## config.mk

```make
export PLATFORM = sky130hd
export DESIGN_NAME = button_mode_status_led_sequencer_core
export DESIGN_NICKNAME = d
export VERILOG_FILES = /design/src/hdl/bmsl_pkg.sv /design/src/hdl/bmsl_step.sv /design/src/hdl/button_mode_status_led_sequencer_core.sv
export SDC_FILE = /design/constraint.sdc
export NUM_CORES = 1
export LEC_CHECK = 0
export ABC_CLOCK_PERIOD_IN_PS = 24800
export BUFFER_PORTS_ARGS = -buffer_cell sky130_fd_sc_hd__clkbuf_2
export CAP_MARGIN = 40
export CORE_MARGIN = 2
export CORE_UTILIZATION = 39
export DETAILED_ROUTE_END_ITERATION = 8
export GPL_TIMING_DRIVEN = 0
export MAX_ROUTING_LAYER = met4
export PLACE_DENSITY = 0.52
export SLEW_MARGIN = 25
export SYNTH_ARGS = -nofsm -noshare
export SYNTH_HDL_FRONTEND = slang
export SYNTH_SLANG_ARGS = --single-unit
```

## constraint.sdc

```tcl
create_clock -name clk_i -period 24.8 [get_ports clk_i]
set_clock_uncertainty 0.15 [all_clocks]
set_input_delay 6.2 -clock clk_i [delete_from_list [all_inputs] [get_ports clk_i]]
set_output_delay 6.2 -clock clk_i [all_outputs]
set_load 0.02 [all_outputs]
```

## src/hdl/bmsl_pkg.sv

```systemverilog
// ----------------------------------------------------------------------------
// bmsl_pkg - shared types and constants for the status LED sequencer
// Mode encoding, register indexes, reset values and the control-state struct.
// ----------------------------------------------------------------------------
`timescale 1ns / 1ps

package bmsl_pkg;

  localparam int unsigned TimeWidthDef = 32;
  localparam int unsigned CfgIdxWidth  = 3;
  localparam int unsigned CfgDataWidth = 16;

  // register indexes
  localparam logic [CfgIdxWidth-1:0] CFG_INIT_HOLD   = 3'd0;
  localparam logic [CfgIdxWidth-1:0] CFG_DEBOUNCE    = 3'd1;
  localparam logic [CfgIdxWidth-1:0] CFG_SLOW_PERIOD = 3'd2;
  localparam logic [CfgIdxWidth-1:0] CFG_FAST_PERIOD = 3'd3;
  localparam logic [CfgIdxWidth-1:0] CFG_PAUSE_LEN   = 3'd4;
  localparam logic [CfgIdxWidth-1:0] CFG_BLINK_TGL   = 3'd5;

  // register reset values
  localparam logic [15:0] InitHoldRst   = 16'd500;
  localparam logic [15:0] DebounceRst   = 16'd200;
  localparam logic [15:0] SlowPeriodRst = 16'd500;
  localparam logic [15:0] FastPeriodRst = 16'd200;
  localparam logic [15:0] PauseLenRst   = 16'd500;
  localparam logic [3:0]  BlinkTglRst   = 4'd4;

  // external mode codes
  localparam logic [2:0] MODE_CODE_INIT   = 3'd0;
  localparam logic [2:0] MODE_CODE_IDLE   = 3'd1;
  localparam logic [2:0] MODE_CODE_MANUAL = 3'd2;
  localparam logic [2:0] MODE_CODE_LOCK   = 3'd3;
  localparam logic [2:0] MODE_CODE_AUTO   = 3'd4;

  typedef enum logic [4:0] {
    MODE_INIT   = 5'b00001,
    MODE_IDLE   = 5'b00010,
    MODE_MANUAL = 5'b00100,
    MODE_LOCK   = 5'b01000,
    MODE_AUTO   = 5'b10000
  } mode_e;

  typedef struct packed {
    logic [15:0] init_hold;
    logic [15:0] debounce_gap;
    logic [15:0] slow_period;
    logic [15:0] fast_period;
    logic [15:0] pause_length;
    logic [3:0]  blink_toggles;
  } cfg_t;

  // non-time sequencer state
  typedef struct packed {
    mode_e      mode;
    logic       blink_phase;  // 0 pause, 1 burst
    logic [3:0] burst_count;
    logic       led_level;
  } ctrl_t;

  function automatic logic [2:0] mode_code(mode_e m);
    logic [2:0] code;
    case (m)
      MODE_INIT:   code = MODE_CODE_INIT;
      MODE_IDLE:   code = MODE_CODE_IDLE;
      MODE_MANUAL: code = MODE_CODE_MANUAL;
      MODE_LOCK:   code = MODE_CODE_LOCK;
      MODE_AUTO:   code = MODE_CODE_AUTO;
      default:     code = MODE_CODE_INIT;
    endcase
    return code;
  endfunction

endpackage

```

## src/hdl/bmsl_step.sv

```systemverilog
// ----------------------------------------------------------------------------
// bmsl_step - next-state logic for one tick
// Debounce, init timeout, mode advance and the per-mode LED rule.
// ----------------------------------------------------------------------------
`timescale 1ns / 1ps

module bmsl_step #(
  parameter int unsigned TIME_WIDTH = bmsl_pkg::TimeWidthDef
) (
  input  bmsl_pkg::cfg_t         cfg_i,
  input  bmsl_pkg::ctrl_t        ctrl_i,
  input  logic [TIME_WIDTH-1:0]  now_i,
  input  logic [TIME_WIDTH-1:0]  entry_i,
  input  logic [TIME_WIDTH-1:0]  press_i,
  input  logic [TIME_WIDTH-1:0]  toggle_i,
  input  logic                   button_edge_i,
  output bmsl_pkg::ctrl_t        ctrl_o,
  output logic [TIME_WIDTH-1:0]  now_o,
  output logic [TIME_WIDTH-1:0]  entry_o,
  output logic [TIME_WIDTH-1:0]  press_o,
  output logic [TIME_WIDTH-1:0]  toggle_o
);
  import bmsl_pkg::*;

  logic [TIME_WIDTH-1:0] now_n;
  logic [TIME_WIDTH-1:0] since_press;
  logic [TIME_WIDTH-1:0] since_entry;
  logic [TIME_WIDTH-1:0] since_toggle;
  logic [TIME_WIDTH-1:0] period;
  logic                  pressed;
  ctrl_t                 c;
  logic [TIME_WIDTH-1:0] entry_n;
  logic [TIME_WIDTH-1:0] toggle_n;

  assign now_n       = now_i + TIME_WIDTH'(1);
  assign since_press = now_n - press_i;
  assign since_entry = now_n - entry_i;
  assign pressed     = button_edge_i && (since_press >= TIME_WIDTH'(cfg_i.debounce_gap));

  always_comb begin
    c        = ctrl_i;
    entry_n  = entry_i;
    toggle_n = toggle_i;

    // init timeout
    if (c.mode == MODE_INIT && since_entry >= TIME_WIDTH'(cfg_i.init_hold)) begin
      c.led_level = 1'b0;
      c.mode      = MODE_IDLE;
      entry_n     = now_n;
    end

    // mode advance
    if (pressed) begin
      case (c.mode)
        MODE_IDLE:   c.mode = MODE_MANUAL;
        MODE_MANUAL: c.mode = MODE_LOCK;
        MODE_LOCK: begin
          c.mode        = MODE_AUTO;
          c.blink_phase = 1'b0;
          c.burst_count = 4'd0;
          toggle_n      = now_n;
        end
        default:     c.mode = MODE_IDLE;
      endcase
      entry_n = now_n;
    end

    // LED rule of the resulting mode
    since_toggle = now_n - toggle_n;
    period       = (c.mode == MODE_IDLE) ? TIME_WIDTH'(cfg_i.slow_period)
                                         : TIME_WIDTH'(cfg_i.fast_period);
    case (c.mode)
      MODE_IDLE, MODE_AUTO: begin
        if (since_toggle >= period) begin
          toggle_n    = now_n;
          c.led_level = ~c.led_level;
        end
      end
      MODE_MANUAL: c.led_level = 1'b1;
      MODE_LOCK: begin
        if (!c.blink_phase) begin
          c.led_level = 1'b0;
          if (since_toggle >= TIME_WIDTH'(cfg_i.pause_length)) begin
            toggle_n      = now_n;
            c.burst_count = 4'd0;
            c.blink_phase = 1'b1;
          end
        end else if (since_toggle >= period) begin
          toggle_n      = now_n;
          c.led_level   = ~c.led_level;
          c.burst_count = c.burst_count + 4'd1;
          if (c.burst_count >= cfg_i.blink_toggles) begin
            c.burst_count = 4'd0;
            c.blink_phase = 1'b0;
          end
        end
      end
      default: c.burst_count = 4'd0;
    endcase
  end

  assign ctrl_o   = c;
  assign now_o    = now_n;
  assign entry_o  = entry_n;
  assign press_o  = pressed ? now_n : press_i;
  assign toggle_o = toggle_n;

endmodule

```

## src/hdl/button_mode_status_led_sequencer_core.sv

```systemverilog
// ----------------------------------------------------------------------------
// button_mode_status_led_sequencer_core - mode button and status LED sequencer
// Result timing: a result beat is valid in the cycle after its tick beat is accepted.
// Throughput: one tick per cycle while no result is held back; the next-state
// logic is combinational between the state registers, output register stalls only on m_axis_tready.
// Reset: asynchronous, active low; mode init with LED lit, all times zero,
// registers at their defaults, no result pending.
// ----------------------------------------------------------------------------
`timescale 1ns / 1ps

module button_mode_status_led_sequencer_core #(
  parameter int unsigned TIME_WIDTH = bmsl_pkg::TimeWidthDef
) (
  input  logic                              clk_i,
  input  logic                              rst_ni,
  // configuration write port
  input  logic                              cfg_we_i,
  input  logic [bmsl_pkg::CfgIdxWidth-1:0]  cfg_idx_i,
  input  logic [bmsl_pkg::CfgDataWidth-1:0] cfg_wdata_i,
  // tick stream
  input  logic                              s_axis_tvalid,
  output logic                              s_axis_tready,
  input  logic [7:0]                        s_axis_tdata,  // [0] button_edge
  // result stream
  output logic                              m_axis_tvalid,
  input  logic                              m_axis_tready,
  output logic [7:0]                        m_axis_tdata   // [0] led_on, [3:1] mode
);
  import bmsl_pkg::*;

  // configuration registers
  cfg_t cfg_q;

  always_ff @(posedge clk_i or negedge rst_ni) begin
    if (!rst_ni) begin
      cfg_q.init_hold     <= InitHoldRst;
      cfg_q.debounce_gap  <= DebounceRst;
      cfg_q.slow_period   <= SlowPeriodRst;
      cfg_q.fast_period   <= FastPeriodRst;
      cfg_q.pause_length  <= PauseLenRst;
      cfg_q.blink_toggles <= BlinkTglRst;
    end else if (cfg_we_i) begin
      case (cfg_idx_i)
        CFG_INIT_HOLD:   cfg_q.init_hold     <= cfg_wdata_i;
        CFG_DEBOUNCE:    cfg_q.debounce_gap  <= cfg_wdata_i;
        CFG_SLOW_PERIOD: cfg_q.slow_period   <= cfg_wdata_i;
        CFG_FAST_PERIOD: cfg_q.fast_period   <= cfg_wdata_i;
        CFG_PAUSE_LEN:   cfg_q.pause_length  <= cfg_wdata_i;
        CFG_BLINK_TGL:   cfg_q.blink_toggles <= cfg_wdata_i[3:0];
        default: ;  // unmapped index, dropped
      endcase
    end
  end

  // handshake: take a tick whenever the output register is free or draining
  logic s_fire;
  logic out_valid_q;

  assign s_axis_tready = !out_valid_q || m_axis_tready;
  assign s_fire        = s_axis_tvalid && s_axis_tready;

  // sequencer state
  ctrl_t                 ctrl_q, ctrl_d;
  logic [TIME_WIDTH-1:0] now_q, now_d;
  logic [TIME_WIDTH-1:0] entry_q, entry_d;
  logic [TIME_WIDTH-1:0] press_q, press_d;
  logic [TIME_WIDTH-1:0] toggle_q, toggle_d;

  bmsl_step #(
    .TIME_WIDTH (TIME_WIDTH)
  ) u_step (
    .cfg_i         (cfg_q),
    .ctrl_i        (ctrl_q),
    .now_i         (now_q),
    .entry_i       (entry_q),
    .press_i       (press_q),
    .toggle_i      (toggle_q),
    .button_edge_i (s_axis_tdata[0]),
    .ctrl_o        (ctrl_d),
    .now_o         (now_d),
    .entry_o       (entry_d),
    .press_o       (press_d),
    .toggle_o      (toggle_d)
  );

  always_ff @(posedge clk_i or negedge rst_ni) begin
    if (!rst_ni) begin
      ctrl_q.mode        <= MODE_INIT;
      ctrl_q.blink_phase <= 1'b0;
      ctrl_q.burst_count <= 4'd0;
      ctrl_q.led_level   <= 1'b1;
      now_q              <= '0;
      entry_q            <= '0;
      press_q            <= '0;
      toggle_q           <= '0;
    end else if (s_fire) begin
      ctrl_q   <= ctrl_d;
      now_q    <= now_d;
      entry_q  <= entry_d;
      press_q  <= press_d;
      toggle_q <= toggle_d;
    end
  end

  // result register
  logic       led_out_q;
  logic [2:0] mode_out_q;

  always_ff @(posedge clk_i or negedge rst_ni) begin
    if (!rst_ni) begin
      out_valid_q <= 1'b0;
    end else if (s_fire) begin
      out_valid_q <= 1'b1;
    end else if (m_axis_tready) begin
      out_valid_q <= 1'b0;
    end
  end

  always_ff @(posedge clk_i) begin
    if (s_fire) begin
      led_out_q  <= ctrl_d.led_level;
      mode_out_q <= mode_code(ctrl_d.mode);
    end
  end

  assign m_axis_tvalid = out_valid_q;
  assign m_axis_tdata  = {4'd0, mode_out_q, led_out_q};

`ifndef SYNTHESIS
  // tick counter moves by exactly one per accepted beat
  assert property (@(posedge clk_i) disable iff (!rst_ni)
    s_fire |=> now_q == $past(now_q) + TIME_WIDTH'(1))
    else $error("tick count did not advance by one");

  // init is only left, never re-entered, and holds the LED lit
  assert property (@(posedge clk_i) disable iff (!rst_ni)
    ctrl_q.mode == MODE_INIT |-> ctrl_q.led_level)
    else $error("LED dark while in init");

  // burst phase exists only inside lock
  assert property (@(posedge clk_i) disable iff (!rst_ni)
    ctrl_q.blink_phase |-> ctrl_q.mode == MODE_LOCK)
    else $error("blink burst outside lock");

  // a manual-mode result always shows the LED lit
  assert property (@(posedge clk_i) disable iff (!rst_ni)
    m_axis_tvalid && m_axis_tdata[3:1] == MODE_CODE_MANUAL |-> m_axis_tdata[0])
    else $error("manual result with LED dark");
`endif

endmodule
```

==> results.json, run 1 <==
{
  "outcome": "complete, no violations",
  "routedWlPerCell_microns": 18.8,
  "ys_ff_latch": 228,
  "layout_setup_ws_ps": 11040,
  "endpoint_kind": "flop",
  "hold_path_class": "reg2reg",
  "core_region_area_sq_um": 44000,
  "cts-root-buf": "clkbuf_16",
  "place_hpwl_microns": 39400,
  "cts_tree": "built",
  "post_cts.repair.setup_buffers": 0,
  "gp_congestion": 0.893,
  "netlist_top_cells_area": "dfrtp_1 29%, ha_1 12%, a21oi_1 5.1%",
  "syn_inst": 1966,
  "avgSynthCellArea_sq_um": 8.79,
  "antenna_found_initial": 0,
  "layout.nets": 2250,
  "area.growth.synth_to_final_pct": 12.6,
  "synth-async-reset-ratio_pct": 98.2,
  "drt_iter0_drc": 777,
  "hold_buffers": 0,
  "via_per_inst": 5.45,
  "drt-pass1-iter-count": 5,
  "hold_viol": 0,
  "cts_resized": 0,
  "final_util_pct": 44.2,
  "ant_nets": 0,
  "yosysTopAreaCell": "dfrtp_1",
  "leakagePower_nw": 8.72,
  "rsz0062_at_grt": "no",
  "fin_tns_setup_ps": 0,
  "worst_skew_pair.late_latency_ps": 580,
  "grt.total_usage_pct": 22.2,
  "maxSlewHeadroom_pct": 38.7,
  "layoutNonFillerInstCount": 2666,
  "timing.fmax_mhz": 72.7,
  "critPathMaxFanout": 11,
  "crit_arrival_ps": 14060,
  "max_slew.worst_pin.slew_ps": 916,
  "cts_buffer_depth": 3,
  "clk_pin_slew_ps": 60,
  "finalMaxSlewViolations": 0,
  "wirelength_microns": 50100,
  "hold_slack_ps": 334,
  "crit_type": "reg2reg",
  "port_buffers": 30,
  "period_minus_slack_ps": 13760,
  "worst_setup_path_start_kind": "flop",
  "layout_common_cells": "215 x nand2_1, 197 x dfrtp_1, 175 x a21oi_1, 163 x ha_1, 160 x o21ai_0",
  "final_common_cell": "nand2_1",
  "drive_above_1_share_pct": 11.8,
  "num_vias": 14541,
  "drv_cap": 0,
  "finalSetupViolations": 0,
  "synth_edf_count": 4,
  "cp_num_buf_inv": 8,
  "cp_top_family": "compound AO/OA/AOI/OAI gates",
  "io_pins": 42,
  "grt_pass1_wl_microns": 78800,
  "yosysSeqAreaShare_pct": 33.3,
  "power_density_nw_per_um2": 118,
  "cp.required_ps": 25100,
  "rows": 77,
  "cts_max_level": 1,
  "grt_pass1_vias": 14091,
  "place_inst": 2601,
  "initial_core_util_pct": 39.3,
  "drcViolationCount": 0,
  "dieArea_sq_um": 46000,
  "cts_buffers": 28,
  "synth_top_area_share_pct": 28.5,
  "synth_warnings": 0,
  "cts.sinks": 228,
  "num-fill-cells": 4370,
  "r2r_slack_ps": 11040,
  "worst_path_largest_cell_delay_ps": 670,
  "ir_drop_uv": 65.6,
  "ys_types": 89,
  "cp_slowest_cell": "dfrtp_1",
  "diodes": 0,
  "die_w_microns": 215,
  "grt-ovfl-total": 0,
  "pre_cts_ws_ps": 10910,
  "fin_crit_sh_pct": 55.5,
  "grt_max_degree": 66,
  "die_h_microns": 215,
  "synth_top_flop_cell": "dfrtp_1",
  "synth_area_sq_um": 17300
}
synthesized netlist by cell type (7+ instances only):
library cell  count
buf_2             8
mux2_2           45
ha_1            163
nor2b_1          11
and2_1           10
mux2_4           28
dfstp_2          27
o21ai_0         160
a21oi_1         175
nor2_1          133
o211ai_1         16
nand3_1          45
a211oi_1         12
dfrtp_1         197
and3_1           10
a211o_1           7
nand2b_1         26
xor2_1           57
nand4_1          30
clkbuf_1         52
o2111ai_1         8
a31oi_1          15
o21a_1           25
buf_1            10
o21bai_1         10
nand2_1         215
mux2i_1          54
inv_1           143
a21o_1           32
nor4_1           10
xnor2_1          68
nor3_1           29
routing by layer:
metal | global-route usage (%) | share of wire [%]
met4 | 6.23 | 2.6
met1 | 30.7 | 49
met3 | 2.35 | 4.1
met5 | - | 0
met2 | 34.5 | 45
report_power, final:
part / switching [mW] / total (mW) / leakage, nW / internal, mW
combinational: 0.777 / 1.34 / 5.47 / 0.558
sequential: 0.0444 / 0.506 / 2.75 / 0.462
clock: 0.172 / 0.460 / 0.502 / 0.288
area by class of cell:
cell class	count	area [sq um]	share of cell area, %
plain buffers	82	414	2.13
clock buffers	38	798	4.10
clock inverters	14	246	1.27
inverters	144	541	2.78
multi-input cells	1515	10600	54.4
flip-flops and latches	228	5760	29.6
well taps	592	741	3.80
repair buffers	53	380	1.95
through the flow:
stage / power (mW) / area (sq um)
2_1_floorplan: 1.48 / 17300
3_3_place_gp: 1.80 / 18200
3_5_place_dp: 1.83 / 18300
4_1_cts: 2.31 / 19400
5_1_grt: 2.51 / 19500
6_report: 2.30 / 19500
flip-flops by register name, summed over array words and instances, names as in the netlist:
register       count
toggle_q          32
cfg_q             84
now_q             32
mode_out_q         3
press_q           32
ctrl_q            11
m_axis_tvalid      1
entry_q           32
led_out_q          1
worst reg2reg max path, delay by kind of cell, from the launching register on:
family,cells,cell delay (ps)
AOI/OAI and AO/OA,15,4700
xor gates and xnor gates,2,620
adders and majority gates,4,1230
buffers and inverters,8,2470
DFF,1,670
muxes,1,310
and+or+nand+nor,15,3490
worst paths after layout:
path                        startpoint            to  depth (start not counted)
setup / recovery              now_q[0]  toggle_q[25]                         45
hold / removal             press_q[26]   press_q[26]                          2
setup reg to reg              now_q[0]  toggle_q[25]                         45
hold reg to reg            press_q[26]   press_q[26]                          2
max in group asynchronous       rst_ni  toggle_q[30]                          3
min in group asynchronous       rst_ni     cfg_q[79]                          1
kinds of logic (layout without fill, tap and decap cells):
kind of cell,after synthesis,after routing,synth area share (%)
buf+inv,226,331,5.52
mux,127,127,8.49
flops,228,228,33.3
simple gates,556,556,14.9
xor+xnor,125,125,6.33
fa+ha+maj,166,166,12.1
compound gates,537,537,19.3
other cells,1,4,0.0217
(Power assumes the default switching activity.)
==> inputs of run 2 (changes only) <==
--- a/config.mk
+++ b/config.mk
@@ -5,7 +5,7 @@
 export SDC_FILE = /design/constraint.sdc
 export NUM_CORES = 1
 export LEC_CHECK = 0
-export ABC_CLOCK_PERIOD_IN_PS = 24800
+export ABC_CLOCK_PERIOD_IN_PS = 13900
 export BUFFER_PORTS_ARGS = -buffer_cell sky130_fd_sc_hd__clkbuf_2
 export CAP_MARGIN = 40
 export CORE_MARGIN = 2
==> constraint.sdc (replaced) <==
create_clock -name clk_i -period 13.9 [get_ports clk_i]
set_clock_uncertainty 0.15 [all_clocks]
set_input_delay 3.475 -clock clk_i [delete_from_list [all_inputs] [get_ports clk_i]]
set_output_delay 3.475 -clock clk_i [all_outputs]
set_load 0.02 [all_outputs]
==> run 2 against run 1 <==
  * Routed wire length up 0.26%
  * Clock power increased by 79%
  * Fmax up 6.6%
  * Die area did not move
  * Cell count barely moved
  * Critical path type unchanged
  * Largest cell class unchanged
  * Largest power group unchanged
==> results.json, run 2 (same netlist as run 1, synthesis figures left out) <==
{
  "outcome": "complete, no violations",
  "grt_max_degree": 66,
  "initial_core_util_pct": 39.3,
  "min_delay_worst_endpoint": "press_q[26]",
  "cp_num_buf_inv": 7,
  "rows": 77,
  "place_hpwl_microns": 39400,
  "endpoint_kind": "flop",
  "pre_cts_ws_ps": 10.8,
  "critPathMaxFanout": 11,
  "worst_setup_path_start_kind": "flop",
  "worst_path_largest_cell_delay_ps": 650,
  "die_h_microns": 215,
  "clk_pin_slew_ps": 60,
  "cts_buffers": 28,
  "crit_arrival_ps": 13210,
  "hold_buffers": 0,
  "r2r-end": "toggle_q[25]",
  "reg2regPathDepth": 46,
  "largest-register": "cfg_q",
  "port_buffers": 30,
  "drcViolationCount": 0,
  "cts.sinks": 228,
  "hold_slack_ps": 334,
  "cp.required_ps": 14200,
  "layout.nets": 2249,
  "fin_tns_setup_ps": 0,
  "cts_tree": "built",
  "cts_buffer_depth": 3,
  "drv_cap": 0,
  "drt_iter0_drc": 779,
  "fin_crit_sh_pct": 92.8,
  "layout_common_cells": "215 x nand2_1, 196 x dfrtp_1, 175 x a21oi_1, 163 x ha_1, 160 x o21ai_0",
  "core_region_area_sq_um": 44000,
  "period_minus_slack_ps": 12900,
  "wirelength_microns": 50200,
  "finalMaxSlewViolations": 0,
  "grt-ovfl-total": 0,
  "cp_top_family": "simple AND/OR/NAND/NOR gates",
  "r2r_slack_ps": 1000,
  "largest_reg_flops": 84,
  "diodes": 0,
  "finalSetupViolations": 0,
  "antenna_found_initial": 0,
  "dieArea_sq_um": 46000,
  "cts_max_level": 1,
  "layout_setup_ws_ps": 997,
  "timing.fmax_mhz": 77.5,
  "worstHoldStart": "press_q[26]",
  "io_pins": 42,
  "final_util_pct": 44.3,
  "cts-root-buf": "clkbuf_16",
  "rsz0062_at_grt": "no",
  "gp_congestion": 0.893,
  "leakagePower_nw": 8.73,
  "post_cts.repair.setup_buffers": 0,
  "maxSlewHeadroom_pct": 38.2,
  "drive_above_1_share_pct": 12.0,
  "grt_pass1_vias": 14095,
  "worst_skew_pair.late_latency_ps": 580,
  "ant_nets": 0,
  "crit_type": "reg2reg",
  "min_path_cells": 2,
  "hold_path_class": "reg2reg",
  "routedWlPerCell_microns": 18.8,
  "drt-pass1-iter-count": 5,
  "cp_slowest_cell": "o41a_1",
  "max_slew.worst_pin.slew_ps": 924,
  "hold_viol": 0,
  "final_common_cell": "nand2_1",
  "via_per_inst": 5.45,
  "area.growth.synth_to_final_pct": 12.8,
  "grt_pass1_wl_microns": 78800,
  "num-fill-cells": 4367,
  "grt.total_usage_pct": 22.2,
  "r2r_start": "now_q[0]",
  "die_w_microns": 215,
  "num_vias": 14531,
  "power_density_nw_per_um2": 211,
  "ir_drop_uv": 117
}
run 2: cell types whose count changed in the layout (fill, tap and decap cells not counted), sizes merged:
cell	change
clkbuf	-1
run 2: how the worst max path moves through the flow:
stage / start / to / slack [ps] / depth (start not counted)
5_1_grt: now_q[0] / toggle_q[30] / 100 / 44
3_3_place_gp: now_q[0] / toggle_q[28] / -570 / 46
6_report: now_q[0] / toggle_q[25] / 1000 / 46
3_5_place_dp: now_q[0] / toggle_q[24] / 10 / 46
4_1_cts: now_q[0] / toggle_q[25] / 190 / 46
2_1_floorplan: now_q[0] / toggle_q[10] / 3810 / 45
run 2: layer usage:
metal / vias up / track usage [%] / wire [microns]
li1: 7135 / - / -
met4: 0 / 6.23 / 1220
met2: 260 / 34.5 / 22500
met3: 67 / 2.54 / 2010
met1: 7069 / 30.6 / 24500
met5: - / - / 0
run 2: worst min-delay path: cells and delay by family (launching register included):
kind,cells,cell delay [ps]
flops,1,340
compound gates,1,60
simple gates,1,50
run 2: what timing repair did:
action / 4_1_cts / 5_1_grt
endpoints found under the setup margin: 27 / 39
resized for setup: 1 / 4
hold endpoints to repair: 0 / 0
run 2: layout make-up:
type	instances	area (sq um)	area share (%)
Inverter	144	541	2.77
Clock inverter	14	246	1.26
Multi-Input combinational cell	1515	10600	54.5
Buffer	81	412	2.11
Tap cell	592	741	3.80
Sequential cell	228	5760	29.5
Timing Repair Buffer	53	380	1.95
Clock buffer	38	798	4.09
run 2: power breakdown:
group	internal [mW]	switching, mW	total, mW
combinational	1.00	1.39	2.39
clock	0.513	0.308	0.822
sequential	0.825	0.0797	0.904
total	2.34	1.78	4.12
run 2: stage by stage:
stage                     instances  total power, mW  cell area [sq um]
after floorplan                1969             2.64              17300
after global placement         2591             3.22              18200
after detailed placement       2601             3.27              18300
after CTS                      2653             4.12              19400
after global routing           2665             4.49              19500
final                          2665             4.12              19500
